`src/pmj_pkg.sv`:
```
package pmj_pkg;

  // Largest patch side the position counters support
  localparam int MAX_PATCH_WIDTH = 64;
  localparam int CNT_W = $clog2(MAX_PATCH_WIDTH);

  // Register field widths
  localparam int PW_W = 7;
  localparam int DIFF_W = 16;
  localparam int CFG_IDX_W = 2;
  localparam int CFG_DATA_W = 16;

  // Register indexes
  localparam logic [CFG_IDX_W-1:0] CFG_PATCH_WIDTH = 2'd0;
  localparam logic [CFG_IDX_W-1:0] CFG_DEPTH_TOL = 2'd1;

  // Reset values
  localparam logic [PW_W-1:0] RESET_PATCH_WIDTH = 7'd16;
  localparam logic [DIFF_W-1:0] RESET_DEPTH_TOL = 16'd100;
  localparam logic [PW_W-1:0] MIN_PATCH_WIDTH = 7'd2;
  localparam logic [PW_W-1:0] TOP_PATCH_WIDTH = PW_W'(MAX_PATCH_WIDTH);

  // Jump counter saturation
  localparam int JUMP_W = 7;
  localparam logic [JUMP_W-1:0] JUMP_MAX = 7'd127;

  // Position of one point on the middle cross of the patch
  typedef struct packed {
    logic row_first;  // column 0 of the middle row
    logic row_test;   // columns 1.. of the middle row
    logic row_c1;     // column 1
    logic col_first;  // row 0 of the middle column
    logic col_test;   // tested rows of the middle column
    logic col_r1;     // row 1
    logic last;       // last point of the patch
  } pos_flags_t;

endpackage

```
`src/pmj_seq.sv`:
```
module pmj_seq (
  input  logic clk,
  input  logic rst,
  input  logic clear,
  input  logic [pmj_pkg::PW_W-1:0] width,
  input  logic in_valid,
  output logic in_ready,
  input  logic signed [15:0] x,
  input  logic signed [15:0] y,
  input  logic [15:0] z,
  output logic s1_valid,
  input  logic s1_ready,
  output logic signed [15:0] s1_x,
  output logic signed [15:0] s1_y,
  output logic [15:0] s1_z,
  output pmj_pkg::pos_flags_t s1_flags
);

  logic [pmj_pkg::CNT_W-1:0] row;
  logic [pmj_pkg::CNT_W-1:0] col;
  logic [pmj_pkg::CNT_W-1:0] half;
  logic [pmj_pkg::CNT_W-1:0] wm1;
  logic row_end;
  logic col_end;
  logic accept;
  pmj_pkg::pos_flags_t flags;

  assign in_ready = !s1_valid || s1_ready;
  assign accept = in_valid && in_ready;
  assign half = pmj_pkg::CNT_W'(width >> 1);
  assign wm1 = pmj_pkg::CNT_W'(width - 7'd1);
  assign row_end = (row == wm1);
  assign col_end = (col == wm1);

  // Classify the point against the middle row and middle column
  always_comb begin
    flags.row_first = (row == half) && (col == '0);
    flags.row_test = (row == half) && (col != '0);
    flags.row_c1 = (col == pmj_pkg::CNT_W'(1));
    flags.col_first = (col == half) && (row == '0);
    // even widths skip the last row of the middle column
    flags.col_test = (col == half) && (row != '0) && (width[0] || !row_end);
    flags.col_r1 = (row == pmj_pkg::CNT_W'(1));
    flags.last = row_end && col_end;
  end

  // Advance the raster position on each accepted beat
  always_ff @(posedge clk) begin
    if (rst || clear) begin
      row <= '0;
      col <= '0;
    end else if (accept) begin
      if (col_end) begin
        col <= '0;
        row <= row_end ? '0 : row + 1'b1;
      end else begin
        col <= col + 1'b1;
      end
    end
  end

  // Input register
  always_ff @(posedge clk) begin
    if (rst || clear) begin
      s1_valid <= 1'b0;
    end else if (in_ready) begin
      s1_valid <= in_valid;
    end
  end

  always_ff @(posedge clk) begin
    if (accept) begin
      s1_x <= x;
      s1_y <= y;
      s1_z <= z;
      s1_flags <= flags;
    end
  end

endmodule

```
`config.mk`:
```
export PLATFORM = sky130hd
export DESIGN_NAME = pmj_seq
export DESIGN_NICKNAME = d
export VERILOG_FILES = /design/src/pmj_pkg.sv /design/src/pmj_seq.sv
export SDC_FILE = /design/constraint.sdc
export NUM_CORES = 1
export LEC_CHECK = 0
export BUFFER_PORTS_ARGS = -buffer_cell sky130_fd_sc_hd__buf_2
export CORE_AREA = 2 2 103 80
export DETAILED_ROUTE_END_ITERATION = 8
export DIE_AREA = 0 0 105 82
export GPL_ROUTABILITY_DRIVEN = 0
export PLACE_DENSITY = 0.68
export SLEW_MARGIN = 20
export SYNTH_ARGS = -nofsm -noshare
export SYNTH_HDL_FRONTEND = slang
export SYNTH_SLANG_ARGS = --single-unit
export TNS_END_PERCENT = 5
```
`constraint.sdc`:
```
create_clock -name clk -period 3.4 [get_ports clk]
set_clock_uncertainty 0.05 [all_clocks]
set_input_delay 0.68 -clock clk [delete_from_list [all_inputs] [get_ports clk]]
set_output_delay 0.68 -clock clk [all_outputs]
set_load 0.1 [all_outputs]
```
==> results.py <==
metrics = {
    "status": {
        "outcome": "completed",
    },
    "floorplan": {
        "rows": 28,
        "coreArea_sq_um": 7637,
        "start_util_pct": 38.19,
        "die_area_sq_um": 8610,
        "die_x_um": 105,
        "io_pins": 117,
        "die_h_um": 82,
    },
    "timing": {
        "max-slew-margin-rel_pct": 58.60,
        "hold_viol": 0,
        "rsz0062_at_grt": "no",
        "final.period_utilization_pct": 72.87,
        "finalSetupViolCount": 0,
        "fmaxAchievable_mhz": 403.6,
        "period_minus_slack_ns": 2.478,
        "tns_ns": 0,
        "drv_slew": 0,
        "worstMarginPinSlew_ns": 0.6211,
        "whs_ns": 0.4618,
    },
    "clock_network": {
        "insertion_delay_ns": 0.34,
        "clock-sinks": 68,
        "path_clk_slew_ns": 0.08,
        "cts_max_level": 3,
        "cts_tree": "built",
        "cts_buffer_depth": 2,
        "cts_resized": 0,
        "hold_buffers": 0,
        "cts_buffers": 9,
        "post_cts_buffers": 0,
        "cts_root_buffer": "clkbuf_8",
    },
    "cells_and_area": {
        "fill_cells": 710,
        "multiInputGateArea_sq_um": 907.1,
        "layout_common_cells": "116 x buf_2, 55 x edfxtp_1, 15 x nor2_1",
        "nNetsFinal": 394,
        "drive_above_1_share_pct": 43.07,
        "flow.area_growth_from_synthesis_pct": 29.52,
        "fin_util_pct": 49.46,
        "stdcell_count": 437,
        "layout_commonest_cell": "buf_2",
        "register_area_sq_um": 1912,
        "n_antenna_cell": 0,
    },
    "place": {
        "place_hpwl_mm": 4.672,
        "numPortBuffers": 116,
        "dp.cells": 421,
    },
    "logic_synthesis": {
        "syn_area_sq_um": 2917,
        "avgSynthCellArea_sq_um": 13.76,
        "async_flop_share_pct": 0,
        "ys_ff_latch": 68,
        "synth.distinct_cells": 42,
        "synth_edf_count": 55,
        "synth_nets": 279,
        "syn_inst": 212,
        "synth.yosys.seq_area_share_pct": 65.55,
        "synthFlopType": "edfxtp_1",
        "yosysWarningCount": 0,
    },
    "routing": {
        "vias": 2041,
        "drtPass1Iterations": 4,
        "drtIter0Drc": 64,
        "final_antenna_net_count": 0,
        "drc": 0,
        "wl_per_cell_um": 14.43,
        "wirelength_mm": 6.304,
        "via_per_inst": 4.670,
    },
    "global_route": {
        "grt_pass1_wl_mm": 9.439,
        "globalRoute.totalOverflow": 0,
        "antenna_found_initial": 0,
        "grt_max_degree": 42,
        "grt_pass1_vias": 1873,
        "gr-usage-all-layers_pct": 14.45,
    },
    "worst_setup_path": {
        "worstSetupPathType": "input port to register",
        "worst_ep_required_time_ns": 3.61,
        "endpoint_kind": "register",
        "crit_fanout": 8,
        "cp.arrival_ns": 2.69,
        "cp-start-kind": "input port",
    },
    "min_path": {
        "hold_path_class": "input port to register",
    },
    "power_and_ir_drop": {
        "max-vdd-ir-drop_mv": 0.2193,
        "power_density_nw_per_um2": 535.3,
        "power.leakage_nw": 1.567,
    },
    "job": {
        "maxCapViolations": 0,
    },
}
## metrics by stage
step                setup slack [ns]  cell area (sq um)  power (mW)
CTS                           0.9343               3777       2.053
global route                  0.7720               3777       2.099
finish                        0.9225               3777       2.022
global placement              0.5994               3585       1.391
floorplan                     0.1108               2920       1.315
detailed placement            0.5858               3585       1.395
## power breakdown
part           switching (mW)  internal (mW)  total [mW]
registers              0.0113          0.944       0.955
logic                   0.344         0.0742       0.418
clock network           0.310          0.339       0.649
total                   0.666           1.36        2.02
## sequential cells by signal, indices dropped and copies added, names as in the netlist
name,count
col,6
s1_x,16
row,6
s1_valid,1
s1_flags,7
s1_y,16
s1_z,16
## final timing paths
kind | slack (ns) | start | endpoint | depth (start not counted)
worst max-delay path | 0.92 | width[0] | row[0] | 10
worst min-delay path | 0.46 | z[11] | s1_z[11] | 1
worst max register to register | 1.38 | row[4] | row[3] | 6
worst min register to register | 0.49 | s1_valid | s1_valid | 2
## Yosys cell counts (2+ instances only)
cell type | n | area share (%)
ha_1 | 7 | 3.0
and2_1 | 4 | 0.86
edfxtp_1 | 55 | 57
clkbuf_1 | 9 | 1.2
xnor2_1 | 11 | 3.3
buf_4 | 3 | 0.77
nand3b_1 | 2 | 0.51
nor3_1 | 3 | 0.51
a211oi_1 | 4 | 1.0
nor4b_1 | 2 | 0.60
dfxtp_1 | 13 | 8.9
o31ai_1 | 4 | 1.0
nor4_1 | 4 | 0.86
xor2_1 | 14 | 4.2
and3_1 | 5 | 1.1
nand4_1 | 3 | 0.64
inv_1 | 9 | 1.2
nor2_1 | 15 | 1.9
nand2_1 | 7 | 0.90
nand2b_1 | 5 | 1.1
a21oi_1 | 5 | 0.86
o21ai_0 | 3 | 0.51
nand3_1 | 6 | 1.0
## critical path, cell delays in order
cell and delay, ns:
buf_2 0.16, inv_1 0.06, ha_1 0.22, nor2b_1 0.16, and3_1 0.17, o41a_1 0.40
o31a_1 0.27, and2_4 0.18, a21o_4 0.25, mux2i_1 0.14
## final cells by class
type / instances / area share, %
flip-flops and latches: 68 / 50.61
multi-input cells: 122 / 24.01
repair buffers: 117 / 15.90
well taps: 105 / 3.478
clock buffers: 10 / 3.379
clock inverters: 6 / 1.722
inverters: 9 / 0.8943
## cells by family (layout without fill, tap and decap cells)
kind of cell    after synthesis  after routing  share of synthesized area, %
compound gates               25             25                         6.520
fa+ha+maj                     7              7                         3.003
xor+xnor                     26             26                         8.323
mux                           1              1                        0.3432
flops                        68             68                         65.55
buf+inv                      22            142                         3.475
simple gates                 63             63                         12.78
## routing by layer
metal  global-route usage, %  vias up  part of all wire, %
met1                   19.72      946                   47
met5                       0        -                    0
met3                   5.317        6                  9.2
met2                   21.75       97                   43
li1                        -      992                    -
met4                   4.000        0                 0.67
(Power assumes the default switching activity.)
