`src/pmj_pkg.sv`:
```
package pmj_pkg;

  // Largest patch side the position counters support
  localparam int MAX_PATCH_WIDTH = 64;
  localparam int CNT_W = $clog2(MAX_PATCH_WIDTH);

  // Register field widths
  localparam int PW_W = 7;
  localparam int DIFF_W = 16;
  localparam int CFG_IDX_W = 2;
  localparam int CFG_DATA_W = 16;

  // Register indexes
  localparam logic [CFG_IDX_W-1:0] CFG_PATCH_WIDTH = 2'd0;
  localparam logic [CFG_IDX_W-1:0] CFG_DEPTH_TOL = 2'd1;

  // Reset values
  localparam logic [PW_W-1:0] RESET_PATCH_WIDTH = 7'd16;
  localparam logic [DIFF_W-1:0] RESET_DEPTH_TOL = 16'd100;
  localparam logic [PW_W-1:0] MIN_PATCH_WIDTH = 7'd2;
  localparam logic [PW_W-1:0] TOP_PATCH_WIDTH = PW_W'(MAX_PATCH_WIDTH);

  // Jump counter saturation
  localparam int JUMP_W = 7;
  localparam logic [JUMP_W-1:0] JUMP_MAX = 7'd127;

  // Position of one point on the middle cross of the patch
  typedef struct packed {
    logic row_first;  // column 0 of the middle row
    logic row_test;   // columns 1.. of the middle row
    logic row_c1;     // column 1
    logic col_first;  // row 0 of the middle column
    logic col_test;   // tested rows of the middle column
    logic col_r1;     // row 1
    logic last;       // last point of the patch
  } pos_flags_t;

endpackage

```
`src/pmj_mul.sv`:
```
module pmj_mul (
  input  logic clk,
  input  logic rst,
  input  logic clear,
  input  logic s1_valid,
  output logic s1_ready,
  input  logic signed [15:0] s1_x,
  input  logic signed [15:0] s1_y,
  input  logic [15:0] s1_z,
  input  pmj_pkg::pos_flags_t s1_flags,
  output logic s2_valid,
  input  logic s2_ready,
  output logic signed [15:0] s2_x,
  output logic signed [15:0] s2_y,
  output logic [15:0] s2_z,
  output pmj_pkg::pos_flags_t s2_flags,
  output logic [30:0] p_xx,
  output logic [30:0] p_yy,
  output logic [31:0] p_zz,
  output logic signed [31:0] p_xy,
  output logic signed [32:0] p_xz,
  output logic signed [32:0] p_yz
);

  logic signed [31:0] sq_x;
  logic signed [31:0] sq_y;
  logic signed [16:0] zs;
  logic signed [32:0] m_xz;
  logic signed [32:0] m_yz;
  logic signed [31:0] m_xy;
  logic [31:0] m_zz;

  assign s1_ready = !s2_valid || s2_ready;

  // Second-moment products of one point
  assign zs = {1'b0, s1_z};
  assign sq_x = s1_x * s1_x;
  assign sq_y = s1_y * s1_y;
  assign m_xy = s1_x * s1_y;
  assign m_xz = s1_x * zs;
  assign m_yz = s1_y * zs;
  assign m_zz = s1_z * s1_z;

  always_ff @(posedge clk) begin
    if (rst || clear) begin
      s2_valid <= 1'b0;
    end else if (s1_ready) begin
      s2_valid <= s1_valid;
    end
  end

  // Product register
  always_ff @(posedge clk) begin
    if (s1_valid && s1_ready) begin
      s2_x <= s1_x;
      s2_y <= s1_y;
      s2_z <= s1_z;
      s2_flags <= s1_flags;
      p_xx <= sq_x[30:0];
      p_yy <= sq_y[30:0];
      p_zz <= m_zz;
      p_xy <= m_xy;
      p_xz <= m_xz;
      p_yz <= m_yz;
    end
  end

endmodule

```
`config.mk`:
```
export PLATFORM = sky130hd
export DESIGN_NAME = pmj_mul
export DESIGN_NICKNAME = d
export VERILOG_FILES = /design/src/pmj_pkg.sv /design/src/pmj_mul.sv
export SDC_FILE = /design/constraint.sdc
export NUM_CORES = 2
export LEC_CHECK = 0
export ABC_CLOCK_PERIOD_IN_PS = 8900
export BUFFER_PORTS_ARGS = -buffer_cell sky130_fd_sc_hd__buf_2
export CAP_MARGIN = 20
export CORE_MARGIN = 1
export CORE_UTILIZATION = 43
export DETAILED_ROUTE_END_ITERATION = 16
export HOLD_SLACK_MARGIN = 0.1
export SYNTH_ARGS = -nofsm -noshare
export SYNTH_HDL_FRONTEND = slang
export SYNTH_SLANG_ARGS = --single-unit
```
`constraint.sdc`:
```
create_clock -name clk -period 8.9 [get_ports clk]
set_clock_uncertainty 0.1 [all_clocks]
set_input_delay 0 -clock clk [delete_from_list [all_inputs] [get_ports clk]]
set_output_delay 0 -clock clk [all_outputs]
set_load 0.01 [all_outputs]
```
==> results by group <==
Synthesis
  – Mapped Cells: 6,208
  – FF+latch count, synth: 242
  – Mapped Area: 59,400 um^2
  – Synth unique cells: 79
  – Main synth FF type: edfxtp_1
  – Post-synth EDFFs: 241
  – Synth Area in Compound Gates: 5.10%
  – Post-synthesis adder-cell area fraction: 55.5%
  – Synth async-reset ratio: 0%
  – Register area share after synthesis: 12.2%
  – Yosys warns: 0
  – Post-Syn Area per Cell: 9.57 um^2
  – Combinational family with the most area after synthesis: adder cells
  – Post-Synth XOR/XNOR Area: 2.93%
  – Mux cell area share after synthesis: 0.0737%
  – Post-synthesis simple-gate area fraction: 12.2%

Clock tree
  – Inserted Clock Buffers: 36
  – CTS max path bufs: 3
  – Clock Pin Slew Worst Setup and Hold Paths: 50 ps
  – Clock Sinks: 242
  – H-tree levels: 2
  – CTS tree: yes
  – CTS root buf: clkbuf_16
  – Worst skew pair latency: 590 ps
  – Post-CTS Setup Bufs: 0

Route
  – 1st-iter DRT viols: 1,913
  – Vias: 41,300
  – Drt total wl: 148 mm
  – Average routed wire per standard cell: 17.9 um
  – Via-per-instance ratio: 5.00
  – ANT nets after route: 0
  – DR pass1 iterations: 5
  – # DRC: 0

Placed design
  – Routability cong.: 0.870
  – Placed inst area: 62,800 um^2
  – Number of port buffers: 305
  – DP HPWL: 117 mm
  – Pre-CTS setup slack: 1880 ps

Floorplanning
  – Die ar.: 140,000 um^2
  – Row cnt: 136
  – IO Pins: 309
  – Initial core utilization: 43.3%
  – Die Ht: 374 um
  – Die Span X: 374 um
  – Core Region: 137,000 um^2

GRT
  – Grt ovf: 0
  – Met1 Resource Use GR: 29.1%
  – Initial antenna violation count: 2
  – Global-route wire length before repair: 242 mm
  – Met2 GRT Util: 38.1%
  – Total Routing Usage GR: 22.0%
  – GR peak layer: met2
  – Largest net degree at the start of global routing: 127
  – Grt met3 use: 2.69%
  – Vias in the first global route: 44,600

Worst setup path
  – Critical Path AT: 7230 ps
  – CP max FO: 25
  – Reg2Reg Depth: 4
  – Worst setup SP type: primary input
  – Critical Path RT: 9130 ps
  – Worst R2R Start: s2_valid$_SDFFE_PP0N_
  – R2R setup slack: 6290 ps
  – Crit path capture type: flip-flop
  – Capturing point of the worst reg2reg path: p_xx[12]$_DFFE_PP_
  – WS Path Type: in -> reg

Finish
  – Layout area overhead: 8.72%
  – Layout Nets: 8,366
  – Most common cell after layout, fill and taps aside: inv_1
  – Share of cells above drive strength 1: 7.28%
  – Fin area: 64,600 um^2
  – Most frequent cells in the layout: inv_1 (1,631), fa_1 (1,271), nand2_1 (646)

Timing
  – Slew Viols, Final: 0
  – Final hold violations: 0
  – Final Cycle Share: 78.7%
  – Fmax: 143 MHz
  – RSZ-0062 raised after global routing: false
  – Slew at the pin with the worst max-slew slack: 1050 ps
  – Final setup viols: 0
  – Setup_tns: 0 ps
  – Worst Slack Setup Final: 1890 ps
  – Slew headroom: 29.7%
  – Fin crit period: 7010 ps

Outcome
  – Status: complete, no violations

Hold path
  – Hold depth: 2
  – Hold path endpoint: s2_z[9]$_DFFE_PP_
  – Class of the worst hold path: in -> reg
  – Worst Hold Launch: s1_z[9]

Run
  – Max-cap check violation count: 0
==> how the worst max path moves through the flow <==
| stage | endpoint | from | cells past startpoint |
|---|---|---|---|
| after floorplan | p_xx[10]$_DFFE_PP_ | s2_valid$_SDFFE_PP0N_ | 2 |
| after CTS | p_zz[31]$_DFFE_PP_ | s1_z[2] | 22 |
| after detailed placement | p_yy[22]$_DFFE_PP_ | s1_y[2] | 22 |
| after global routing | p_zz[31]$_DFFE_PP_ | s1_z[2] | 22 |
| after global placement | p_zz[24]$_DFFE_PP_ | s1_z[7] | 20 |
| final | p_zz[31]$_DFFE_PP_ | s1_z[2] | 22 |
==> flip-flops by register name, indices dropped and copies added (netlist names) <==
register and count:
p_xz 33, p_yz 33, p_xy 32, p_zz 30
p_xx 29, p_yy 29, s2_x 16, s2_y 16
s2_z 16, s2_flags 7, s2_valid 1
==> synth_stat cells, drive strengths merged (21+ instances only) <==
cell	number	area share (%)
a21o	74	0.94
nand2b	29	0.31
fa	1271	43
and2	382	4.0
edfxtp	241	12
o21bai	26	0.33
a21oi	130	1.1
nand2	646	4.1
inv	1631	10
xnor2	156	2.3
o21ai	72	0.61
nand3	46	0.40
nor2	297	1.9
xor2	43	0.63
a211oi	24	0.30
clkbuf	230	1.5
ha	600	13
o21a	21	0.27
nor3	44	0.37
and3	25	0.26
==> metal layers <==
layer	wire, um	part of all wire, %
met1	62900	43
met2	73000	49
met3	7740	5.2
met4	3840	2.6
met5	0	0
==> logic make-up after synthesis <==
family | Yosys count
buffers and inverters | 1890
XOR/XNOR | 199
AO/OA/AOI/OAI | 455
flip-flops | 242
multiplexers | 4
other | 1
AND/OR/NAND/NOR | 1546
adder cells (fa/ha/maj) | 1871
==> critical path, stage by stage <==
cell	delay, ps
dlygate4sd3_1	520
buf_2	530
buf_4	390
nand2_1	150
fa_1	530
fa_1	550
inv_1	50
fa_1	480
fa_1	500
fa_1	490
inv_1	50
fa_1	470
inv_1	40
ha_1	330
and3_1	240
a31oi_1	160
o21ai_0	100
a21oi_1	320
o21ai_0	470
a2111oi_2	550
nor3_1	110
nand3b_1	170
==> per-stage QoR <==
stage / util [%] / std cells / hold slack (ps)
4_1_cts: 47.0 / 8254 / 116
5_1_grt: 47.0 / 8254 / 149
3_3_place_gp: 45.7 / 8130 / 61.0
6_report: 47.0 / 8255 / 163
2_1_floorplan: - / 6210 / -27.2
3_5_place_dp: 45.7 / 8130 / 76.2
==> layout make-up <==
type / count / area (um^2)
Sequential cell: 242 / 7260
Timing Repair Buffer: 437 / 2680
Clock buffer: 38 / 951
Inverter: 1640 / 6160
Antenna cell: 1 / 2.50
Clock inverter: 25 / 253
Tap cell: 1794 / 2240
Fill cell: 13000 / 72700
Multi-Input combinational cell: 4078 / 45000
==> repair_timing <==
action                                  CTS  global route
endpoints found under the setup margin    0             0
hold buffers                             61             0
endpoints found under the hold margin    72             0
gates resized for setup                   0             0
Power is not shown: default switching activity piles up to over one toggle a cycle in this logic, so the estimate is an artifact.
