$ cat src/pmj_pkg.sv
package pmj_pkg;

  // Largest patch side the position counters support
  localparam int MAX_PATCH_WIDTH = 64;
  localparam int CNT_W = $clog2(MAX_PATCH_WIDTH);

  // Register field widths
  localparam int PW_W = 7;
  localparam int DIFF_W = 16;
  localparam int CFG_IDX_W = 2;
  localparam int CFG_DATA_W = 16;

  // Register indexes
  localparam logic [CFG_IDX_W-1:0] CFG_PATCH_WIDTH = 2'd0;
  localparam logic [CFG_IDX_W-1:0] CFG_DEPTH_TOL = 2'd1;

  // Reset values
  localparam logic [PW_W-1:0] RESET_PATCH_WIDTH = 7'd16;
  localparam logic [DIFF_W-1:0] RESET_DEPTH_TOL = 16'd100;
  localparam logic [PW_W-1:0] MIN_PATCH_WIDTH = 7'd2;
  localparam logic [PW_W-1:0] TOP_PATCH_WIDTH = PW_W'(MAX_PATCH_WIDTH);

  // Jump counter saturation
  localparam int JUMP_W = 7;
  localparam logic [JUMP_W-1:0] JUMP_MAX = 7'd127;

  // Position of one point on the middle cross of the patch
  typedef struct packed {
    logic row_first;  // column 0 of the middle row
    logic row_test;   // columns 1.. of the middle row
    logic row_c1;     // column 1
    logic col_first;  // row 0 of the middle column
    logic col_test;   // tested rows of the middle column
    logic col_r1;     // row 1
    logic last;       // last point of the patch
  } pos_flags_t;

endpackage

$ cat src/pmj_acc.sv
module pmj_acc (
  input  logic clk,
  input  logic rst,
  input  logic clear,
  input  logic [pmj_pkg::DIFF_W-1:0] depth_tol,
  input  logic s2_valid,
  output logic s2_ready,
  input  logic signed [15:0] s2_x,
  input  logic signed [15:0] s2_y,
  input  logic [15:0] s2_z,
  input  pmj_pkg::pos_flags_t s2_flags,
  input  logic [30:0] p_xx,
  input  logic [30:0] p_yy,
  input  logic [31:0] p_zz,
  input  logic signed [31:0] p_xy,
  input  logic signed [32:0] p_xz,
  input  logic signed [32:0] p_yz,
  output logic out_valid,
  input  logic out_stall,
  output logic [12:0] valid_count,
  output logic signed [27:0] sum_x,
  output logic signed [27:0] sum_y,
  output logic [27:0] sum_z,
  output logic [42:0] sum_xx,
  output logic [42:0] sum_yy,
  output logic [43:0] sum_zz,
  output logic signed [43:0] sum_xy,
  output logic signed [43:0] sum_xz,
  output logic signed [43:0] sum_yz,
  output logic [pmj_pkg::JUMP_W-1:0] jump_count
);

  logic [12:0] cnt;
  logic [27:0] ax;
  logic [27:0] ay;
  logic [27:0] az;
  logic [42:0] axx;
  logic [42:0] ayy;
  logic [43:0] azz;
  logic [43:0] axy;
  logic [43:0] axz;
  logic [43:0] ayz;
  logic [pmj_pkg::JUMP_W-1:0] jump;
  logic [15:0] row_ref;
  logic [15:0] col_ref;

  logic [12:0] cnt_next;
  logic [27:0] ax_next;
  logic [27:0] ay_next;
  logic [27:0] az_next;
  logic [42:0] axx_next;
  logic [42:0] ayy_next;
  logic [43:0] azz_next;
  logic [43:0] axy_next;
  logic [43:0] axz_next;
  logic [43:0] ayz_next;
  logic [pmj_pkg::JUMP_W-1:0] jump_next;
  logic [15:0] row_ref_next;
  logic [15:0] col_ref_next;

  logic [15:0] row_base;
  logic [15:0] col_base;
  logic [15:0] row_diff;
  logic [15:0] col_diff;
  logic row_hit;
  logic col_hit;
  logic row_cont;
  logic col_cont;
  logic row_jump;
  logic col_jump;
  logic [pmj_pkg::JUMP_W:0] jump_sum;
  logic fire;

  // Only the last point of a patch needs room in the result register
  assign s2_ready = !s2_flags.last || !out_valid || !out_stall;
  assign fire = s2_valid && s2_ready;

  // Accumulate sums and moments
  always_comb begin
    cnt_next = cnt + {12'd0, (s2_z != 16'd0)};
    ax_next = ax + {{12{s2_x[15]}}, s2_x};
    ay_next = ay + {{12{s2_y[15]}}, s2_y};
    az_next = az + {12'd0, s2_z};
    axx_next = axx + {12'd0, p_xx};
    ayy_next = ayy + {12'd0, p_yy};
    azz_next = azz + {12'd0, p_zz};
    axy_next = axy + {{12{p_xy[31]}}, p_xy};
    axz_next = axz + {{11{p_xz[32]}}, p_xz};
    ayz_next = ayz + {{11{p_yz[32]}}, p_yz};
  end

  // Track depth references and count jumps on the middle cross
  always_comb begin
    row_base = (s2_flags.row_c1 && (s2_z > row_ref)) ? s2_z : row_ref;
    row_diff = (s2_z > row_base) ? s2_z - row_base : row_base - s2_z;
    row_cont = row_diff < depth_tol;
    row_hit = s2_flags.row_test && (s2_z != 16'd0);
    row_jump = row_hit && !row_cont;
    if (s2_flags.row_first || (row_hit && row_cont)) begin
      row_ref_next = s2_z;
    end else if (s2_flags.row_test) begin
      row_ref_next = row_base;
    end else begin
      row_ref_next = row_ref;
    end

    col_base = (s2_flags.col_r1 && (s2_z > col_ref)) ? s2_z : col_ref;
    col_diff = (s2_z > col_base) ? s2_z - col_base : col_base - s2_z;
    col_cont = col_diff < depth_tol;
    col_hit = s2_flags.col_test && (s2_z != 16'd0);
    col_jump = col_hit && !col_cont;
    if (s2_flags.col_first || (col_hit && col_cont)) begin
      col_ref_next = s2_z;
    end else if (s2_flags.col_test) begin
      col_ref_next = col_base;
    end else begin
      col_ref_next = col_ref;
    end

    // saturate the jump count
    jump_sum = {1'b0, jump} + {{pmj_pkg::JUMP_W{1'b0}}, row_jump}
             + {{pmj_pkg::JUMP_W{1'b0}}, col_jump};
    if (jump_sum > {1'b0, pmj_pkg::JUMP_MAX}) begin
      jump_next = pmj_pkg::JUMP_MAX;
    end else begin
      jump_next = jump_sum[pmj_pkg::JUMP_W-1:0];
    end
  end

  // Accumulator registers, cleared after each patch
  always_ff @(posedge clk) begin
    if (rst || clear || (fire && s2_flags.last)) begin
      cnt <= '0;
      ax <= '0;
      ay <= '0;
      az <= '0;
      axx <= '0;
      ayy <= '0;
      azz <= '0;
      axy <= '0;
      axz <= '0;
      ayz <= '0;
      jump <= '0;
      row_ref <= '0;
      col_ref <= '0;
    end else if (fire) begin
      cnt <= cnt_next;
      ax <= ax_next;
      ay <= ay_next;
      az <= az_next;
      axx <= axx_next;
      ayy <= ayy_next;
      azz <= azz_next;
      axy <= axy_next;
      axz <= axz_next;
      ayz <= ayz_next;
      jump <= jump_next;
      row_ref <= row_ref_next;
      col_ref <= col_ref_next;
    end
  end

  // Result register: hold until taken
  always_ff @(posedge clk) begin
    if (rst || clear) begin
      out_valid <= 1'b0;
    end else if (fire && s2_flags.last) begin
      out_valid <= 1'b1;
    end else if (!out_stall) begin
      out_valid <= 1'b0;
    end
  end

  always_ff @(posedge clk) begin
    if (fire && s2_flags.last) begin
      valid_count <= cnt_next;
      sum_x <= ax_next;
      sum_y <= ay_next;
      sum_z <= az_next;
      sum_xx <= axx_next;
      sum_yy <= ayy_next;
      sum_zz <= azz_next;
      sum_xy <= axy_next;
      sum_xz <= axz_next;
      sum_yz <= ayz_next;
      jump_count <= jump_next;
    end
  end

endmodule
$ cat config.mk
export PLATFORM = sky130hd
export DESIGN_NAME = pmj_acc
export DESIGN_NICKNAME = d
export VERILOG_FILES = /design/src/pmj_pkg.sv /design/src/pmj_acc.sv
export SDC_FILE = /design/constraint.sdc
export NUM_CORES = 2
export LEC_CHECK = 0
export ABC_CLOCK_PERIOD_IN_PS = 16650
export BUFFER_PORTS_ARGS = -buffer_cell sky130_fd_sc_hd__buf_4
export CORE_ASPECT_RATIO = 2
export CORE_MARGIN = 1
export CORE_UTILIZATION = 59
export CTS_CLUSTER_SIZE = 8
export DETAILED_ROUTE_END_ITERATION = 12
export PLACE_DENSITY = 0.9
export SYNTH_ARGS = -nofsm -noshare
export SYNTH_HDL_FRONTEND = slang
export SYNTH_SLANG_ARGS = --single-unit
export TNS_END_PERCENT = 5
$ cat constraint.sdc
create_clock -name clk -period 16.65 [get_ports clk]
set_clock_uncertainty 0.05 [all_clocks]
set_input_delay 3.33 -clock clk [delete_from_list [all_inputs] [get_ports clk]]
set_output_delay 3.33 -clock clk [all_outputs]
set_load 0.01 [all_outputs]
==> impl_summary.txt <==
----------------------------------------------------
[Die]
  Initial cell density of the core ... 59.5%
  Die outline area ... 79,700 µm²
  Io pins ... 636
  Floorplan die width ... 200 µm
  Placeable core area ... 77,800 µm²
  Number of core rows ... 145
  Die span in y ... 398 µm

[Synth]
  Number of distinct library cells after synthesis ... 106
  Number of flops mapped to enable cells by yosys ... 366
  Post-synthesis cell type with the largest combined area ... edfxtp_1
  Area share of the largest cell type after synthesis ... 23.7%
  Net count after synthesis ... 5,723
  Number of warnings reported in the yosys synthesis log ... 0
  Cells taking the most area after synthesis ... edfxtp_1, dfxtp_1, ha_1
  Mapped cell area ... 46,300 µm²
  Avg Synthesized Cell Area ... 9.23 µm²
  Async set or reset register ratio after synthesis ... 0%
  Commonest register cell after synthesis ... dfxtp_1
  Cell count after synthesis ... 5,023
  Sequential cell area fraction in the yosys report ... 41.0%
  Number of flip-flops and latches in the synthesized netlist ... 765

[GRT]
  GR Overflow Total ... 0
  Antenna violations before repair ... 9
  Global-route wire length before repair ... 222 mm
  GR Util All Layers ... 35.3%
  Largest net degree at the start of global routing ... 195
  Via count of the first global-routing pass ... 42,100

[Routing]
  Met2 Wirelength ... 72.4 mm
  Routed wl met3 ... 13.4 mm
  Antenna-violating nets left ... 0
  Vias per cell ... 6.16
  Top routing layer in use ... met5
  DR iter-0 viols ... 2,619
  Wirelength per Cell ... 21.6 µm
  Number of detailed-route iterations in the first pass ... 6
  Overall via count from detail_route ... 41,300
  Total detailed-routing wirelength ... 145 mm
  Number of remaining DRC errors ... 0
  M1 wire length ... 48.6 mm

[Place]
  Post-detailed-placement cell area ... 51,800 µm²
  Final HPWL from detailed placement ... 103 mm
  Gpl congestion ... 0.985
  Number of placed instances with taps included ... 6,513
  Port Buffers ... 635

[Clock tree]
  Worst-Skew Late Latency ... 0.72 ns
  Clock root buffer master ... clkbuf_16
  Clock tree from TritonCTS ... done
  CTS hold repair buffers ... 0
  Setup fix buffers added after clock tree synthesis ... 0
  Clock buffers created by TritonCTS ... 105
  Clock buffer depth ... 3
  Number of clock sinks seen by CTS ... 765
  CTS H-tree depth ... 3
  PostCTS Resize Cnt ... 0
  Clock slew seen by the registers of the worst setup and hold paths ... 0.05 ns

[Timing]
  Fmax ... 0.0903 GHz
  Fin Setup TNS ... 0 ns
  Total count of hold-check failures in the final report ... 0
  Post-route minimum period ... 11.07 ns
  Final slew viol count ... 0
  Tightest slew margin relative to the limit ... 12.5%
  Final critical-path share of the clock period ... 66.5%
  RSZ-0062 raised after global routing ... false
  Worst slew pin tran ... 1.31 ns
  Final number of setup-violating endpoints ... 0

[Critical path]
  CP most frequent cell ... nand2_1
  Worst EP required ... 17.14 ns
  Largest stage delay on the critical path ... 0.74 ns
  Bufs and invs on worst path ... 3
  Critical Setup Path Class ... input pin to register
  Kind of start point of the critical path ... input pin
  Cell family contributing the most delay on the critical path ... compound AO/OA/AOI/OAI gates
  Cell type of the slowest stage on the worst timing path ... nand2_1
  Largest driver fanout on the critical path ... 32
  Arrival time at the worst endpoint ... 11.56 ns
  Endpoint kind of the worst setup timing path ... register

[Finish]
  Area of the multi-input gates ... 25,800 µm²
  Final-stage net count ... 6,291
  Post-synthesis to final-layout area growth ... 18.5%
  Non-filler cells in the finished layout ... 6,712
  Number of filler cells placed in the layout ... 5,627
  Register area ... 19,000 µm²
  Total non-filler cell area in the finished layout ... 54,900 µm²
  Fraction of layout cells with a size suffix above 1 ... 15.0%
  Util after Layout ... 70.5%

[Status]
  Run status ... finished clean

[Power]
  Static leakage ... 24.3 nW
  Worst IR Drop VDD ... 0.0000862 V
  Pwr Density ... 93.8 nW/µm²

[Worst hold path]
  Tightest Hold Check Type ... register to register

[Job]
  Total of max-cap violations ... 0

----------------------------------------------------
## registers in the layout (all words and copies together), names as in the netlist, 43 cells and up
| signal | flops |
|---|---|
| sum_xz | 44 |
| ayy | 43 |
| axz | 44 |
| sum_yy | 43 |
| ayz | 44 |
| sum_yz | 44 |
| axy | 44 |
| sum_xy | 44 |
| sum_zz | 44 |
| azz | 44 |
| axx | 43 |
| sum_xx | 43 |
## kinds of logic after synthesis
group / after synthesis / share of synthesized area (%)
muxes: 75 / 1.64
AOI/OAI and AO/OA: 1394 / 19.6
and+or+nand+nor: 1564 / 15.3
DFF: 765 / 41.0
buffers and inverters: 418 / 3.51
adders and majority gates: 432 / 11.9
xor gates and xnor gates: 375 / 7.12
## layout by cell type (no fill, tap or decap), types with 37 or more instances in the layout
cell type	count
nand2_1	699
mux2i_1	69
ha_1	419
xnor2_1	230
a211oi_1	43
clkbuf_1	81
a21o_1	191
nand4_1	53
and3_1	52
nor3_1	85
inv_1	225
dfxtp_1	399
o31ai_1	54
clkbuf_16	105
nand2b_1	46
nor2_1	317
a21oi_1	533
a31oi_1	46
o21bai_1	37
xor2_1	144
o21a_1	60
o21ai_0	176
a22o_1	38
nand3_1	114
edfxtp_1	366
nor2b_1	45
buf_4	652
## path summary, 6_finish.rpt
kind              cells past startpoint  slack (ns)                    to                     from
setup reg to reg                     34        7.95  jump[3]$_SDFFE_PP0P_  col_ref[1]$_SDFFE_PP0P_
setup / recovery                     34        5.58  jump[3]$_SDFFE_PP0P_                  s2_z[1]
hold / removal                        2        0.39  axy[16]$_SDFFE_PP0P_     axy[16]$_SDFFE_PP0P_
hold reg to reg                       2        0.39  axy[16]$_SDFFE_PP0P_     axy[16]$_SDFFE_PP0P_
## stage by stage
step	setup slack, ns	total power, W	hold slack, ns
final	5.58	0.00515	0.394
after CTS	5.89	0.00514	0.398
after floorplan	2.36	0.00279	0.370
after detailed placement	5.21	0.00312	0.390
after global routing	5.13	0.00531	0.410
after global placement	5.42	0.00309	0.381
## worst min-delay path, stage by stage, from the launching register on
cell	delay, ns
dfxtp_1	0.31
nand2_1	0.05
nand2_1	0.04
## cell usage after synthesis, types with 60 or more instances
cell type,number
o21ai_0,176
xnor2_1,230
edfxtp_1,366
nand3_1,114
ha_1,419
nor2_1,319
inv_1,225
nor3_1,86
o21a_1,60
a21oi_1,535
xor2_1,144
mux2i_1,69
a21o_1,191
dfxtp_1,399
clkbuf_1,141
nand2_1,701
## layer usage
metal | global-route usage, % | up-vias
met4 | 25.5 | 2
li1 | - | 19300
met2 | 62.9 | 1838
met1 | 35.0 | 19600
met3 | 10.1 | 553
met5 | 0 | -
## report_power, final
| part | internal, W | switching, W | total, W |
|---|---|---|---|
| clock | 0.00118 | 0.000849 | 0.00203 |
| combinational | 0.000397 | 0.000608 | 0.00101 |
| sequential | 0.00207 | 0.0000364 | 0.00211 |
## area by class of cell
| type | instances | area share, % |
|---|---|---|
| sequential | 765 | 34.6 |
| inverter | 225 | 1.54 |
| tap | 1029 | 2.35 |
| timing repair buffer | 654 | 8.99 |
| clock inverter | 4 | 0.157 |
| antenna | 8 | 0.0365 |
| multi-input combinational | 3840 | 47.0 |
| clock buffer | 187 | 5.37 |
(Power assumes the default switching activity.)
